[config.mk]
export PLATFORM = sky130hd
export DESIGN_NAME = lphm_ctrl
export DESIGN_NICKNAME = d
export VERILOG_FILES = /design/src/rtl/core/lphm_pkg.sv /design/src/rtl/core/lphm_ctrl.sv
export SDC_FILE = /design/constraint.sdc
export NUM_CORES = 1
export LEC_CHECK = 0
export ABC_AREA = 1
export CORE_AREA = 2 2 39 41
export CTS_CLUSTER_SIZE = 40
export DETAILED_ROUTE_END_ITERATION = 10
export DIE_AREA = 0 0 41 43
export DONT_BUFFER_PORTS = 1
export GPL_TIMING_DRIVEN = 0
export PLACE_DENSITY = 0.51
export SETUP_SLACK_MARGIN = 0.4
export SLEW_MARGIN = 20
export SYNTH_ARGS = -nofsm -noshare
export SYNTH_HDL_FRONTEND = slang
export SYNTH_SLANG_ARGS = --single-unit
export TNS_END_PERCENT = 20
[constraint.sdc]
create_clock -name clk -period 2.61 [get_ports clk]
set_clock_uncertainty 0.05 [all_clocks]
set_input_delay 0.261 -clock clk [delete_from_list [all_inputs] [get_ports clk]]
set_output_delay 0.261 -clock clk [all_outputs]
set_load 0.1 [all_outputs]
[src/rtl/core/lphm_pkg.sv]
// ---------------------------------------------------------------------------
// lphm_pkg: shared types and constants
// Table geometry, register indexes, status codes, payload and control structs.
// ---------------------------------------------------------------------------
package lphm_pkg;

    localparam int SLOTS   = 512;
    localparam int SLOT_W  = $clog2(SLOTS);
    localparam int KEY_W   = 64;
    localparam int VAL_W   = 64;
    localparam int LIMIT_W = 10;
    localparam int SHIFT_W = 4;
    localparam int COUNT_W = 10;
    localparam int STAT_W  = 3;
    localparam int CFG_IDX_W  = 8;
    localparam int CFG_DATA_W = 16;

    localparam logic [CFG_IDX_W-1:0] CFG_PROBE_LIMIT = 8'd0;
    localparam logic [CFG_IDX_W-1:0] CFG_KEY_SHIFT   = 8'd1;

    localparam logic [LIMIT_W-1:0] PROBE_LIMIT_RST = 10'd16;
    localparam logic [SHIFT_W-1:0] KEY_SHIFT_RST   = 4'd4;

    localparam logic [STAT_W-1:0] ST_HIT      = 3'd0;
    localparam logic [STAT_W-1:0] ST_MISS     = 3'd1;
    localparam logic [STAT_W-1:0] ST_INSERTED = 3'd2;
    localparam logic [STAT_W-1:0] ST_PRESENT  = 3'd3;
    localparam logic [STAT_W-1:0] ST_FULL     = 3'd4;

    typedef struct packed {
        logic             kind;   // 0 lookup, 1 insert
        logic [KEY_W-1:0] key;
        logic [VAL_W-1:0] value;
    } req_t;

    typedef struct packed {
        logic [STAT_W-1:0]  status;
        logic [VAL_W-1:0]   found_value;
        logic [COUNT_W-1:0] entry_count;
    } rsp_t;

    // controller -> datapath
    typedef struct packed {
        logic              load;     // latch request
        logic              rd_home;  // read home slot, arm probe counter
        logic              advance;  // read next slot, count one probe
        logic              ins_wr;   // claim current slot
        logic              clr_wr;   // clearing pass write
        logic              finish;   // register result
        logic [STAT_W-1:0] status;
    } ctl_cmd_t;

    // datapath -> controller
    typedef struct packed {
        logic is_insert;
        logic key_zero;
        logic limit_zero;
        logic key_match;
        logic slot_empty;
        logic last_probe;
        logic clear_last;
    } ctl_sts_t;

endpackage

[src/rtl/core/lphm_ctrl.sv]
// ---------------------------------------------------------------------------
// lphm_ctrl: operation sequencer
// Clearing pass, request load, one probe per cycle, result strobe.
// ---------------------------------------------------------------------------
module lphm_ctrl (
    input  logic                 clk,
    input  logic                 rst_n,
    input  logic                 start,
    output logic                 busy,
    output logic                 done,
    input  lphm_pkg::ctl_sts_t   sts,
    output lphm_pkg::ctl_cmd_t   cmd
);
    import lphm_pkg::*;

    typedef enum logic [3:0] {
        S_CLEAR = 4'b0001,
        S_IDLE  = 4'b0010,
        S_ISSUE = 4'b0100,
        S_PROBE = 4'b1000
    } state_t;

    state_t state_reg, state_next;
    logic   done_reg;

    always_comb
    begin
        state_next = state_reg;
        cmd        = '0;
        case (state_reg)
            S_CLEAR:
            begin
                cmd.clr_wr = 1'b1;
                if (sts.clear_last)
                begin
                    state_next = S_IDLE;
                end
            end
            S_IDLE:
            begin
                if (start)
                begin
                    cmd.load   = 1'b1;
                    state_next = S_ISSUE;
                end
            end
            S_ISSUE:
            begin
                if (sts.key_zero)
                begin
                    cmd.finish = 1'b1;
                    cmd.status = sts.is_insert ? ST_PRESENT : ST_MISS;
                    state_next = S_IDLE;
                end
                else if (sts.limit_zero)
                begin
                    cmd.finish = 1'b1;
                    cmd.status = sts.is_insert ? ST_FULL : ST_MISS;
                    state_next = S_IDLE;
                end
                else
                begin
                    cmd.rd_home = 1'b1;
                    state_next  = S_PROBE;
                end
            end
            S_PROBE:
            begin
                if (sts.key_match)
                begin
                    cmd.finish = 1'b1;
                    cmd.status = sts.is_insert ? ST_PRESENT : ST_HIT;
                    state_next = S_IDLE;
                end
                else if (sts.slot_empty)
                begin
                    cmd.finish = 1'b1;
                    cmd.ins_wr = sts.is_insert;
                    cmd.status = sts.is_insert ? ST_INSERTED : ST_MISS;
                    state_next = S_IDLE;
                end
                else if (sts.last_probe)
                begin
                    cmd.finish = 1'b1;
                    cmd.status = sts.is_insert ? ST_FULL : ST_MISS;
                    state_next = S_IDLE;
                end
                else
                begin
                    cmd.advance = 1'b1;
                end
            end
            default:
            begin
                state_next = S_IDLE;
            end
        endcase
    end

    always_ff @(posedge clk or negedge rst_n)
    begin
        if (!rst_n)
        begin
            state_reg <= S_CLEAR;
            done_reg  <= 1'b0;
        end
        else
        begin
            state_reg <= state_next;
            done_reg  <= cmd.finish;
        end
    end

    assign busy = (state_reg != S_IDLE);
    assign done = done_reg;

`ifndef NO_ASSERTIONS
    a_done_after_op: assert property (@(posedge clk) disable iff (!rst_n)
        done_reg |-> ($past(state_reg) == S_ISSUE || $past(state_reg) == S_PROBE))
        else $error("result strobe without an operation in flight");

    a_ins_only_empty: assert property (@(posedge clk) disable iff (!rst_n)
        cmd.ins_wr |-> (state_reg == S_PROBE && sts.slot_empty && !sts.key_match))
        else $error("slot claimed that is not empty");

    a_start_issues: assert property (@(posedge clk) disable iff (!rst_n)
        (state_reg == S_IDLE && start) |=> (state_reg == S_ISSUE))
        else $error("accepted transaction did not start");

    a_no_clear_mix: assert property (@(posedge clk) disable iff (!rst_n)
        cmd.clr_wr |-> (!cmd.ins_wr && !cmd.finish))
        else $error("clearing pass overlaps an operation");
`endif

endmodule

Word-level counts from Yosys, hierarchy flattened
Cells that the tools add are included.
- register bits after elaboration: 5
- word-level logic and storage cells: 40
- eq/ne operators: 8
- multiplexer cells: 29
- reductions and logical operators: 1
- operators with widths (operator ; number):
    $mux 4 ; 12
    $pmux 4 s4 ; 1
    $mux 2 ; 5
    $mux 1 ; 9
    $pmux 4 s2 ; 1
    $eq 4x1->1 const B ; 1
    $eq 4x2->1 const B ; 1
    $eq 4x3->1 const B ; 1
    $eq 4x4->1 const B ; 1
    $ne 2x2->1 const B ; 2
    $ne 4x2->1 const B ; 1
    $ne 4x4->1 const B ; 1
    $mux 3 ; 1
    $reduce_and 3->1 ; 1

Depth between registers and ports, before layout
Gate-level depths: netlist of run 1.
- depth after elaboration: 5
- gate-level depth with buffers: 6
- gate-level depth less buffers: 6

Worst setup path before layout of run 1
Ideal clock, no wire load.
- path type: register -> output
- start: reg state_reg[0]
- end: out cmd[4] (netlist name)
- arrival: 3462 ps
- required time: 2299 ps
- setup slack: -1163 ps
- stages on the path, launching flop included: 3
- path buffers: 0
- cells stage by stage: dfstp_2 inv_1 nor4_1
- RTL lines (item ; RTL line ; source):
    from (decl) ; lphm_ctrl.sv:23 ; state_t state_reg, state_next;
    from (signal assigned) ; lphm_ctrl.sv:109 ; state_reg <= state_next;
    to (decl) ; lphm_ctrl.sv:12 ; output lphm_pkg::ctl_cmd_t cmd

==> results.ini, run 1 <==
[layout]
largest_reg_flops=4
multi_input_gate_area_um2=287
num-nets-final=75
layout.filler_cells=154
area.growth.synth_to_final_pct=46.0
post-route-cell-area_um2=576
final-seq-area_um2=126
stdcell_count=80
layout-drive-gt1-share_pct=42.2
insertedDiodeCount=0

[logic_synthesis]
synthTopCellsByArea=sky130_fd_sc_hd__dfrtp_1 25%, sky130_fd_sc_hd__inv_1 8.6%, sky130_fd_sc_hd__nand2_1 7.6%, sky130_fd_sc_hd__dfstp_2 6.7%, sky130_fd_sc_hd__nor2_1 6.7%
post-synth-top-area-fraction_pct=25.4
yosys_register_bits=5
part_of_the_yosys_area_used_for_sequential_elements_pct=32.1
synthMostInstantiatedCell=sky130_fd_sc_hd__inv_1
ys_warn_count=0
netlist_area_um2=394
netlist_top_cells_count=9 x sky130_fd_sc_hd__inv_1, 8 x sky130_fd_sc_hd__nand2_1, 7 x sky130_fd_sc_hd__nor2_1
synth.lib_cells_used.distinct=21
async_flop_share_pct=100
synth-edff-count=0
synth_fp_nets=65
syn_area_per_cell_um2=7.17
synthDominantAreaCellType=sky130_fd_sc_hd__dfrtp_1
ys.flop_type=sky130_fd_sc_hd__dfrtp_1
postSynthCellCount=55

[min_path]
hold_path_class=input pin to flip-flop

[floorplan]
die_width_um=41
floorplan.io_pins=21
core_um2=1380
fp.dieH_um=43
floorplan.initialDensity_pct=28.5
rows=14
die_area_um2=1760

[clock_tree]
tritoncts=built
worst_setup_hold_path_clk_slew_ns=0.04
clk_path_buf_depth=2
clock_sink_count=5
cts_buffers=3
clk_latency_ns=0.24
cts-root-buf=sky130_fd_sc_hd__clkbuf_4
clock_tree.htree_level_count=1

[detailed_routing]
drt_pass1_iterations=3
met1_length_um=361
drt-vias-per-instance=4.65
postRouteAntennaNets=0
wl_um=875
detailedRoute.firstIterationViolations=2
routedWlPerCell_um=10.9
route.detailed.drc=0
wl_met3_um=57
highest-signal-layer=met4
via_count=372
met2RoutedLength_um=446

[power_and_ir_drop]
leakage_nw=0.277
powerDensity_nw_per_um2=972
vdd.ir_drop.worst_uv=542

[job]
drv_cap=0

[worst_setup_path]
critical_path_class=flip-flop to output pin
crit_arrival_ns=1.87
cpMaxStageDelayCell=sky130_fd_sc_hd__nor2_4
critPathMaxStageDelay_ns=0.61
setup.worst_path.end_class=output pin
worst_setup_path_start_kind=flip-flop
crit_required_ns=2.30
path_cells=nor2_2, nand3_4, nor2_4
timing.critical_path.fanout_max=5

[sta]
final_min_period_over_clock_period_pct=83.4
max-slew-margin-rel_pct=40.3
rsz0062_at_grt=yes
final.hold.worst_slack_ns=0.144
timing.final.max_slew_violations=0
tns_ns=0
tightestPinTransition_ns=0.894
report.final.setup_viol=0
fmax_mhz=459
finalHoldViolCount=0
final.min_clock_period_ns=2.18

[global_route]
grt-ovfl-total=0
grt_start_max_net_pins=6
number_of_global_route_vias_before_repair=385
number_of_antenna_violations_at_the_first_check_in_global_routing=0
first_pass_grt_wire_length_mm=1.41
gr-usage-all-layers_pct=12.5

[run_status]
run_status=finished clean

[place]
dpl-instance-area_um2=509
dp_hpwl_um=752
place_inst=75
gpl.final_weighted_congestion=0.667
buffers_on_ports=0

per-stage QoR:
stage                     setup WS [ns]  utilization (%)  power, mW
final                             0.433             41.6      0.560
after global routing              0.315             41.6      0.591
after CTS                         0.342             40.9      0.562
after detailed placement         0.0721             36.8      0.450
after global placement          -0.0807             30.6      0.417
after floorplan                 -0.0111                -      0.401
layout by cell type (no fill, tap or decap):
master                          synthesis  routed
sky130_fd_sc_hd__buf_8                  0       2
sky130_fd_sc_hd__o21ai_4                0       1
sky130_fd_sc_hd__nor2_1                 7       5
sky130_fd_sc_hd__buf_16                 0       1
sky130_fd_sc_hd__nand4_1                2       2
sky130_fd_sc_hd__buf_1                  0       1
sky130_fd_sc_hd__xor2_1                 1       1
sky130_fd_sc_hd__nand3_4                0       1
sky130_fd_sc_hd__dfstp_2                1       1
sky130_fd_sc_hd__inv_1                  9       9
sky130_fd_sc_hd__dlygate4sd3_1          0       1
sky130_fd_sc_hd__clkbuf_4               0       3
sky130_fd_sc_hd__nor2_2                 3       4
sky130_fd_sc_hd__o21ai_2                0       1
sky130_fd_sc_hd__clkbuf_1               0       1
sky130_fd_sc_hd__inv_2                  3       3
sky130_fd_sc_hd__nand3b_1               1       1
sky130_fd_sc_hd__o21bai_2               1       1
sky130_fd_sc_hd__nor4_4                 0       2
sky130_fd_sc_hd__a21oi_1                1       1
sky130_fd_sc_hd__dfrtp_1                4       4
sky130_fd_sc_hd__nand2_2                4       4
sky130_fd_sc_hd__o22ai_4                0       1
sky130_fd_sc_hd__nand3_1                2       2
sky130_fd_sc_hd__o21ai_0                1       1
sky130_fd_sc_hd__nand2_1                8       8
sky130_fd_sc_hd__nor2_4                 1       2
layer usage:
| metal | vias to the layer above | global-route usage [%] |
|---|---|---|
| li1 | 193 | - |
| met4 | 0 | 12.0 |
| met1 | 166 | 14.2 |
| met5 | - | 0 |
| met3 | 2 | 2.09 |
| met2 | 11 | 18.1 |
critical path: cells and delay by family (launching register included):
kind / cells / cell delay (ns)
flip-flops: 1 / 0.46
AND/OR/NAND/NOR: 3 / 1.15
what timing repair did:
| action | CTS | global route |
|---|---|---|
| hold endpoints to repair | 5 | 0 |
| resized for setup | 3 | 2 |
| endpoints found under the setup margin | 3 | 3 |
| pin swaps | 1 | 2 |
| buffers inserted | 0 | 0 |
| hold buffers | 1 | 0 |
worst paths after layout:
path / startpoint / to / slack, ns / depth (start not counted)
setup / recovery: state_reg[3] / cmd[8] / 0.43 / 3
setup reg to reg: state_reg[0] / done / 1.14 / 7
max in group asynchronous: rst_n / state_reg[0] / 2.00 / 1
hold / removal: sts[0] / state_reg[0] / 0.14 / 3
min in group asynchronous: rst_n / state_reg[2] / 0.26 / 1
hold reg to reg: state_reg[0] / state_reg[0] / 0.48 / 2
power by group:
part	switching (mW)	total, mW	internal (mW)	leakage [nW]
Sequential	0.0524	0.146	0.0938	0.0618
Combinational	0.254	0.327	0.0725	0.200
Clock	0.0292	0.0868	0.0576	0.0150
cells by family after synthesis:
group | after synthesis | synth area share (%)
AND/OR/NAND/NOR | 31 | 43.2
buffers and inverters | 12 | 11.4
AO/OA/AOI/OAI | 6 | 11.1
flip-flops | 5 | 32.1
XOR/XNOR | 1 | 2.22
layout make-up:
type	instances	area share [%]
inverters	12	7.83
clock buffers	4	4.57
repair buffers	5	12.4
multi-input cells	38	49.8
flip-flops and latches	5	22.0
well taps	16	3.48
(Power assumes the default switching activity.)
==> run 2, diff against run 1 <==
--- a/config.mk
+++ b/config.mk
@@ -12,7 +12,7 @@
 export DIE_AREA = 0 0 41 43
 export DONT_BUFFER_PORTS = 1
 export GPL_TIMING_DRIVEN = 0
-export PLACE_DENSITY = 0.51
+export PLACE_DENSITY = 0.53
 export SETUP_SLACK_MARGIN = 0.4
 export SLEW_MARGIN = 20
 export SYNTH_ARGS = -nofsm -noshare
==> constraint.sdc (replaced) <==
create_clock -name clk -period 1.9 [get_ports clk]
set_clock_uncertainty 0.05 [all_clocks]
set_input_delay 0.19 -clock clk [delete_from_list [all_inputs] [get_ports clk]]
set_output_delay 0.19 -clock clk [all_outputs]
set_load 0.1 [all_outputs]
==> run 2 against run 1 <==
Effect of this change: the run now ends with setup timing left; via count rose by 2.4%; routed wire length up 4.9%; final area is 16% higher; first-iteration DRC count up 50%; die area stayed put; register-to-register slack got worse by 0.84 ns; critical path depth unchanged; clock power increased by 34%; critical path type unchanged; critical endpoint unchanged.
==> results.ini, run 2 (same netlist as run 1, synthesis figures left out) <==
[run_status]
run_status=finished, violations left
failing_checks=setup timing

[global_route]
number_of_antenna_violations_at_the_first_check_in_global_routing=0
grt_start_max_net_pins=6
grt.met3_usage_pct=0.524
first_pass_grt_wire_length_mm=1.55
use_met2_pct=20.9
grt-ovfl-total=0
number_of_global_route_vias_before_repair=411
globalRoute.busiestLayer=met2
global_route.usage.met1_pct=15.5
gr-usage-all-layers_pct=12.6

[clock_tree]
worst_setup_hold_path_clk_slew_ns=0.04
clock_sink_count=5
cts_buffers=3
clk_latency_ns=0.23
cts-root-buf=sky130_fd_sc_hd__clkbuf_4
clk_path_buf_depth=2
tritoncts=built
clock_tree.htree_level_count=1

[detailed_routing]
wl_um=918
drt-vias-per-instance=4.48
via_count=381
detailedRoute.firstIterationViolations=3
drt_pass1_iterations=2
routedWlPerCell_um=10.8
postRouteAntennaNets=0
route.detailed.drc=0

[power_and_ir_drop]
powerDensity_nw_per_um2=1230
clockPowerShare_pct=14.1
switching_power_uw=485
vdd.ir_drop.worst_uv=448
total_power_uw=821
power_frac_comb_pct=61.7
cell_internal_pwr_uw=336
leakage_nw=0.316
sequentialPowerShare_pct=24.1
power.switching_fraction_pct=59.0

[job]
drv_cap=0

[worst_setup_path]
critical_path_class=flip-flop to output pin
cpMaxStageDelayCell=sky130_fd_sc_hd__nor2_4
critical_path.reg2reg.endpoint=done
critPathMaxStageDelay_ns=0.61
path_cells=nor2_4, nand3_4, nor2_4
crit_arrival_ns=1.74
worst-r2r-cell-count=4
setup.worst_path.end_class=output pin
worst_setup_path_start_kind=flip-flop
crit_path_start=state_reg[3]
rr_startpoint=state_reg[3]
worst_setup_path_endpoint=cmd[8]
timing.critical_path.fanout_max=5
reg2reg_setup_slack_ns=0.30
cp_common_cell=sky130_fd_sc_hd__nor2_4
crit_required_ns=1.66

[sta]
finalHoldViolCount=0
tightestPinTransition_ns=0.870
report.final.setup_viol=1
final.min_clock_period_ns=1.98
max-slew-margin-rel_pct=42.1
rsz0062_at_grt=yes
fmax_mhz=504
fin_worst_setup_slack_ns=-0.0832
final_min_period_over_clock_period_pct=104
timing.final.max_slew_violations=0

[place]
gpl.final_weighted_congestion=0.727
dp_hpwl_um=717
buffers_on_ports=0
dp_worst_slack_ns=-0.0607

[layout]
insertedDiodeCount=0
layout.core_utilization_pct=48.4
num-nets-final=80
layout.filler_cells=132
largest_reg_flops=4
layout_common_cells=7 x sky130_fd_sc_hd__inv_1, 7 x sky130_fd_sc_hd__buf_4, 6 x sky130_fd_sc_hd__nand2_1
area.growth.synth_to_final_pct=69.8
layout-drive-gt1-share_pct=59.4

[min_path]
hold_path_startpoint=sts[0]
hold_path_class=input pin to flip-flop

[floorplan]
fp.dieH_um=43
floorplan.initialDensity_pct=28.5
core_um2=1380
die_width_um=41
die_area_um2=1760
rows=14
floorplan.io_pins=21

[run 2: changes by cell type in the layout (fill, tap and decap cells not counted), sizes merged]
| cell | change |
|---|---|
| clkinv | +1 |
| inv | -2 |
| clkinvlp | +1 |
| buf | +5 |
[run 2: power groups by stage]
stage               registers (mW)  logic, mW  clock network (mW)
floorplan                    0.198      0.391                   0
detailed placement           0.204      0.414                   0
global placement             0.204      0.412                   0
finish                       0.198      0.507               0.116
CTS                          0.197      0.510               0.120
global route                 0.200      0.531               0.127
[run 2: cell type report]
type                            instances  area, um^2  area share (%)
Multi-Input combinational cell         38         339            50.7
Sequential cell                         5         130            19.4
Timing Repair Buffer                   10        92.6            13.8
Inverter                               12        61.3            9.16
Clock buffer                            4        26.3            3.93
Tap cell                               16        20.0            2.99
[run 2: through the flow]
step,hold slack (ns),TNS (ns),area [um^2],std cells
4_1_cts,0.0866,-0.0828,659,85
6_report,0.0866,-0.0832,669,85
3_3_place_gp,-0.156,-0.319,464,71
2_1_floorplan,-0.156,-0.116,444,55
3_5_place_dp,-0.156,-0.0718,494,73
5_1_grt,0.103,-0.186,669,85
[run 2: worst min-delay path by stage]
stage,endpoint,slack [ns],cells after the start
after floorplan,done,-0.16,0
after global placement,state_reg[2],-0.16,0
after detailed placement,state_reg[2],-0.16,0
after CTS,state_reg[0],0.09,3
after global routing,state_reg[2],0.10,2
final,state_reg[0],0.09,3
[run 2: what timing repair did]
action,4_1_cts,5_1_grt
hold buffers,1,0
pin swaps,12,4
endpoints found under the setup margin,10,10
buffers inserted,7,0
endpoints found under the hold margin,5,0
resized for setup,19,2
[run 2: routing by layer]
layer,vias to the layer above,routed length [um]
met5,-,0
met4,0,0
met3,0,32
met2,6,539
met1,175,345
li1,200,-
[run 2: critical path: cells and delay by family, from the launching register on]
family	cells	cell delay (ns)
AND/OR/NAND/NOR	3	1.08
flip-flops	1	0.42
==> run 3, diff against run 2 <==
--- a/config.mk
+++ b/config.mk
@@ -5,15 +5,14 @@
 export SDC_FILE = /design/constraint.sdc
 export NUM_CORES = 1
 export LEC_CHECK = 0
-export ABC_AREA = 1
+export ABC_AREA = 0
 export CORE_AREA = 2 2 39 41
 export CTS_CLUSTER_SIZE = 40
 export DETAILED_ROUTE_END_ITERATION = 10
 export DIE_AREA = 0 0 41 43
 export DONT_BUFFER_PORTS = 1
 export GPL_TIMING_DRIVEN = 0
-export PLACE_DENSITY = 0.53
-export SETUP_SLACK_MARGIN = 0.4
+export PLACE_DENSITY = 0.49
 export SLEW_MARGIN = 20
 export SYNTH_ARGS = -nofsm -noshare
 export SYNTH_HDL_FRONTEND = slang
==> run 3 against run 2 <==
Effect of this change: the run still ends with setup timing left; final area decreased by 9.5%; setup slack got worse by 0.50 ns; register-to-register slack got worse by 0.32 ns; cell count decreased by 21%; fmax decreased by 20%; sequential cell count unchanged.
==> results.ini, run 3 <==
[run_status]
run_status=finished, violations left
failing_checks=setup timing

[logic_synthesis]
synthDominantAreaCellType=sky130_fd_sc_hd__dfrtp_1
post-synth-top-area-fraction_pct=29.0
async_flop_share_pct=100
synth-edff-count=0
synthTopCellsByArea=sky130_fd_sc_hd__dfrtp_1 29%, sky130_fd_sc_hd__dfstp_2 7.6%, sky130_fd_sc_hd__nor4b_1 7.6%, sky130_fd_sc_hd__nor3_1 4.3%, sky130_fd_sc_hd__a21boi_0 4.3%
part_of_the_yosys_area_used_for_sequential_elements_pct=36.6
syn_area_per_cell_um2=9.09
synth.lib_cells_used.distinct=21
netlist_area_um2=345
yosys_register_bits=5
ys.flop_type=sky130_fd_sc_hd__dfrtp_1
synth_fp_nets=48
postSynthCellCount=38
ys_warn_count=0
netlist_top_cells_count=4 x sky130_fd_sc_hd__dfrtp_1, 4 x sky130_fd_sc_hd__nor2_1, 3 x sky130_fd_sc_hd__nand2_1, 3 x sky130_fd_sc_hd__nor3_1, 3 x sky130_fd_sc_hd__nor4b_1

[clock_tree]
cts-root-buf=sky130_fd_sc_hd__clkbuf_4
tritoncts=built
cts_buffers=3
worst_setup_hold_path_clk_slew_ns=0.05
clk_latency_ns=0.24
clk_path_buf_depth=2
clock_sink_count=5
clock_tree.htree_level_count=1

[layout]
layout_common_cells=4 x sky130_fd_sc_hd__nor2_1, 4 x sky130_fd_sc_hd__buf_4, 3 x sky130_fd_sc_hd__clkbuf_4, 3 x sky130_fd_sc_hd__dlygate4sd3_1, 3 x sky130_fd_sc_hd__dfrtp_2
num-nets-final=62
area.growth.synth_to_final_pct=75.4
layout-drive-gt1-share_pct=56.9
stdcell_count=67
largest_reg_flops=4
post-route-cell-area_um2=606
insertedDiodeCount=0

[sta]
final.min_clock_period_ns=2.48
rsz0062_at_grt=yes
finalHoldViolCount=0
max-slew-margin-rel_pct=34.1
fmax_mhz=403
tightestPinTransition_ns=0.985
report.final.setup_viol=7
fin_worst_setup_slack_ns=-0.584
timing.final.max_slew_violations=0
final_min_period_over_clock_period_pct=131

[detailed_routing]
drt-vias-per-instance=5.88
postRouteAntennaNets=0
wl_mm=1.08
detailedRoute.firstIterationViolations=5
route.detailed.drc=0
drt_pass1_iterations=2
via_count=394
routedWlPerCell_um=16.2

[global_route]
first_pass_grt_wire_length_mm=1.69
grt-ovfl-total=0
grt_start_max_net_pins=8
number_of_antenna_violations_at_the_first_check_in_global_routing=0
gr-usage-all-layers_pct=14.6
number_of_global_route_vias_before_repair=418

[worst_setup_path]
crit_required_ns=1.66
crit_arrival_ns=2.24
critical_path_class=flip-flop to output pin
timing.critical_path.fanout_max=3
worst_setup_path_start_kind=flip-flop
setup.worst_path.end_class=output pin

[power_and_ir_drop]
vdd.ir_drop.worst_uv=384
powerDensity_nw_per_um2=1310
leakage_nw=0.210

[place]
dp_hpwl_um=736
gpl.final_weighted_congestion=0.690
place_inst=55
dpl-instance-area_um2=467
buffers_on_ports=0

[floorplan]
core_um2=1380
floorplan.io_pins=21
floorplan.initialDensity_pct=25.0
rows=14
fp.dieH_um=43
die_width_um=41
die_area_um2=1760

[min_path]
hold_path_class=input pin to flip-flop

[job]
drv_cap=0

run 3: cell types whose count changed in the layout (fill, tap and decap cells not counted), moves of 3 or more:
cell,change
sky130_fd_sc_hd__inv_1,-7
sky130_fd_sc_hd__nor2_4,-5
sky130_fd_sc_hd__nand2_1,-4
sky130_fd_sc_hd__nand2_4,-4
sky130_fd_sc_hd__buf_4,-3
sky130_fd_sc_hd__inv_2,-3
run 3: cell families (layout without fill, tap and decap cells):
group	Yosys count	after routing	synth area share [%]
and+or+nand+nor	24	24	42.8
buffers and inverters	0	13	0
AOI/OAI and AO/OA	9	9	20.6
DFF	5	5	36.6
run 3: what timing repair did:
item | 4_1_cts | 5_1_grt
pin swaps | 5 | 7
gates resized for setup | 10 | 4
setup buffers | 3 | 2
hold endpoints to repair | 7 | 0
setup endpoints to repair | 11 | 9
hold buffers | 3 | 0
run 3: routing by layer:
layer	wire, um	global-route usage [%]	share of wire, %	vias up
met5	0	0	0	-
met4	48	14.0	4.4	0
met3	91	3.14	8.4	4
met2	575	23.4	53	21
met1	368	14.0	34	193
li1	-	-	-	176
run 3: cell type report:
type                            count  area [um^2]
Clock buffer                        3         22.5
Fill cell                         142          778
Sequential cell                     5          130
Timing Repair Buffer                9         86.3
Multi-Input combinational cell     33          342
Tap cell                           16         20.0
Clock inverter                      1         5.00
run 3: worst max-delay path, stage by stage (launching register included):
cell and delay (ns):
sky130_fd_sc_hd__dfrtp_2 0.41, sky130_fd_sc_hd__or4b_4 0.56, sky130_fd_sc_hd__o32a_1 0.39, sky130_fd_sc_hd__o211ai_4 0.64
run 3: final timing paths:
kind                            depth (start not counted)            to          from  slack (ns)
worst max-delay path                                    3        cmd[0]  state_reg[1]       -0.58
worst min-delay path                                    1  state_reg[2]         start        0.07
worst max register to register                          3          done  state_reg[1]       -0.02
worst min register to register                          2  state_reg[0]  state_reg[3]        0.58
max in group asynchronous                               1  state_reg[0]         rst_n        1.35
min in group asynchronous                               1          done         rst_n        0.19
run 3: power breakdown:
group	switching, mW	internal [mW]	leakage [nW]
Sequential	0.0515	0.133	0.0580
Combinational	0.363	0.126	0.134
Clock	0.0444	0.0762	0.0177
run 3: through the flow:
step	hold slack, ns	TNS, ns	utilization, %	setup WS [ns]	power [mW]
final	0.0709	-2.42	43.8	-0.584	0.794
after global routing	0.0634	-2.85	43.8	-0.640	0.826
after CTS	0.0506	-2.76	41.4	-0.612	0.786
after detailed placement	-0.155	-1.93	33.7	-0.422	0.582
after global placement	-0.155	-2.00	32.6	-0.408	0.577
after floorplan	-0.156	-1.09	-	-0.331	0.553
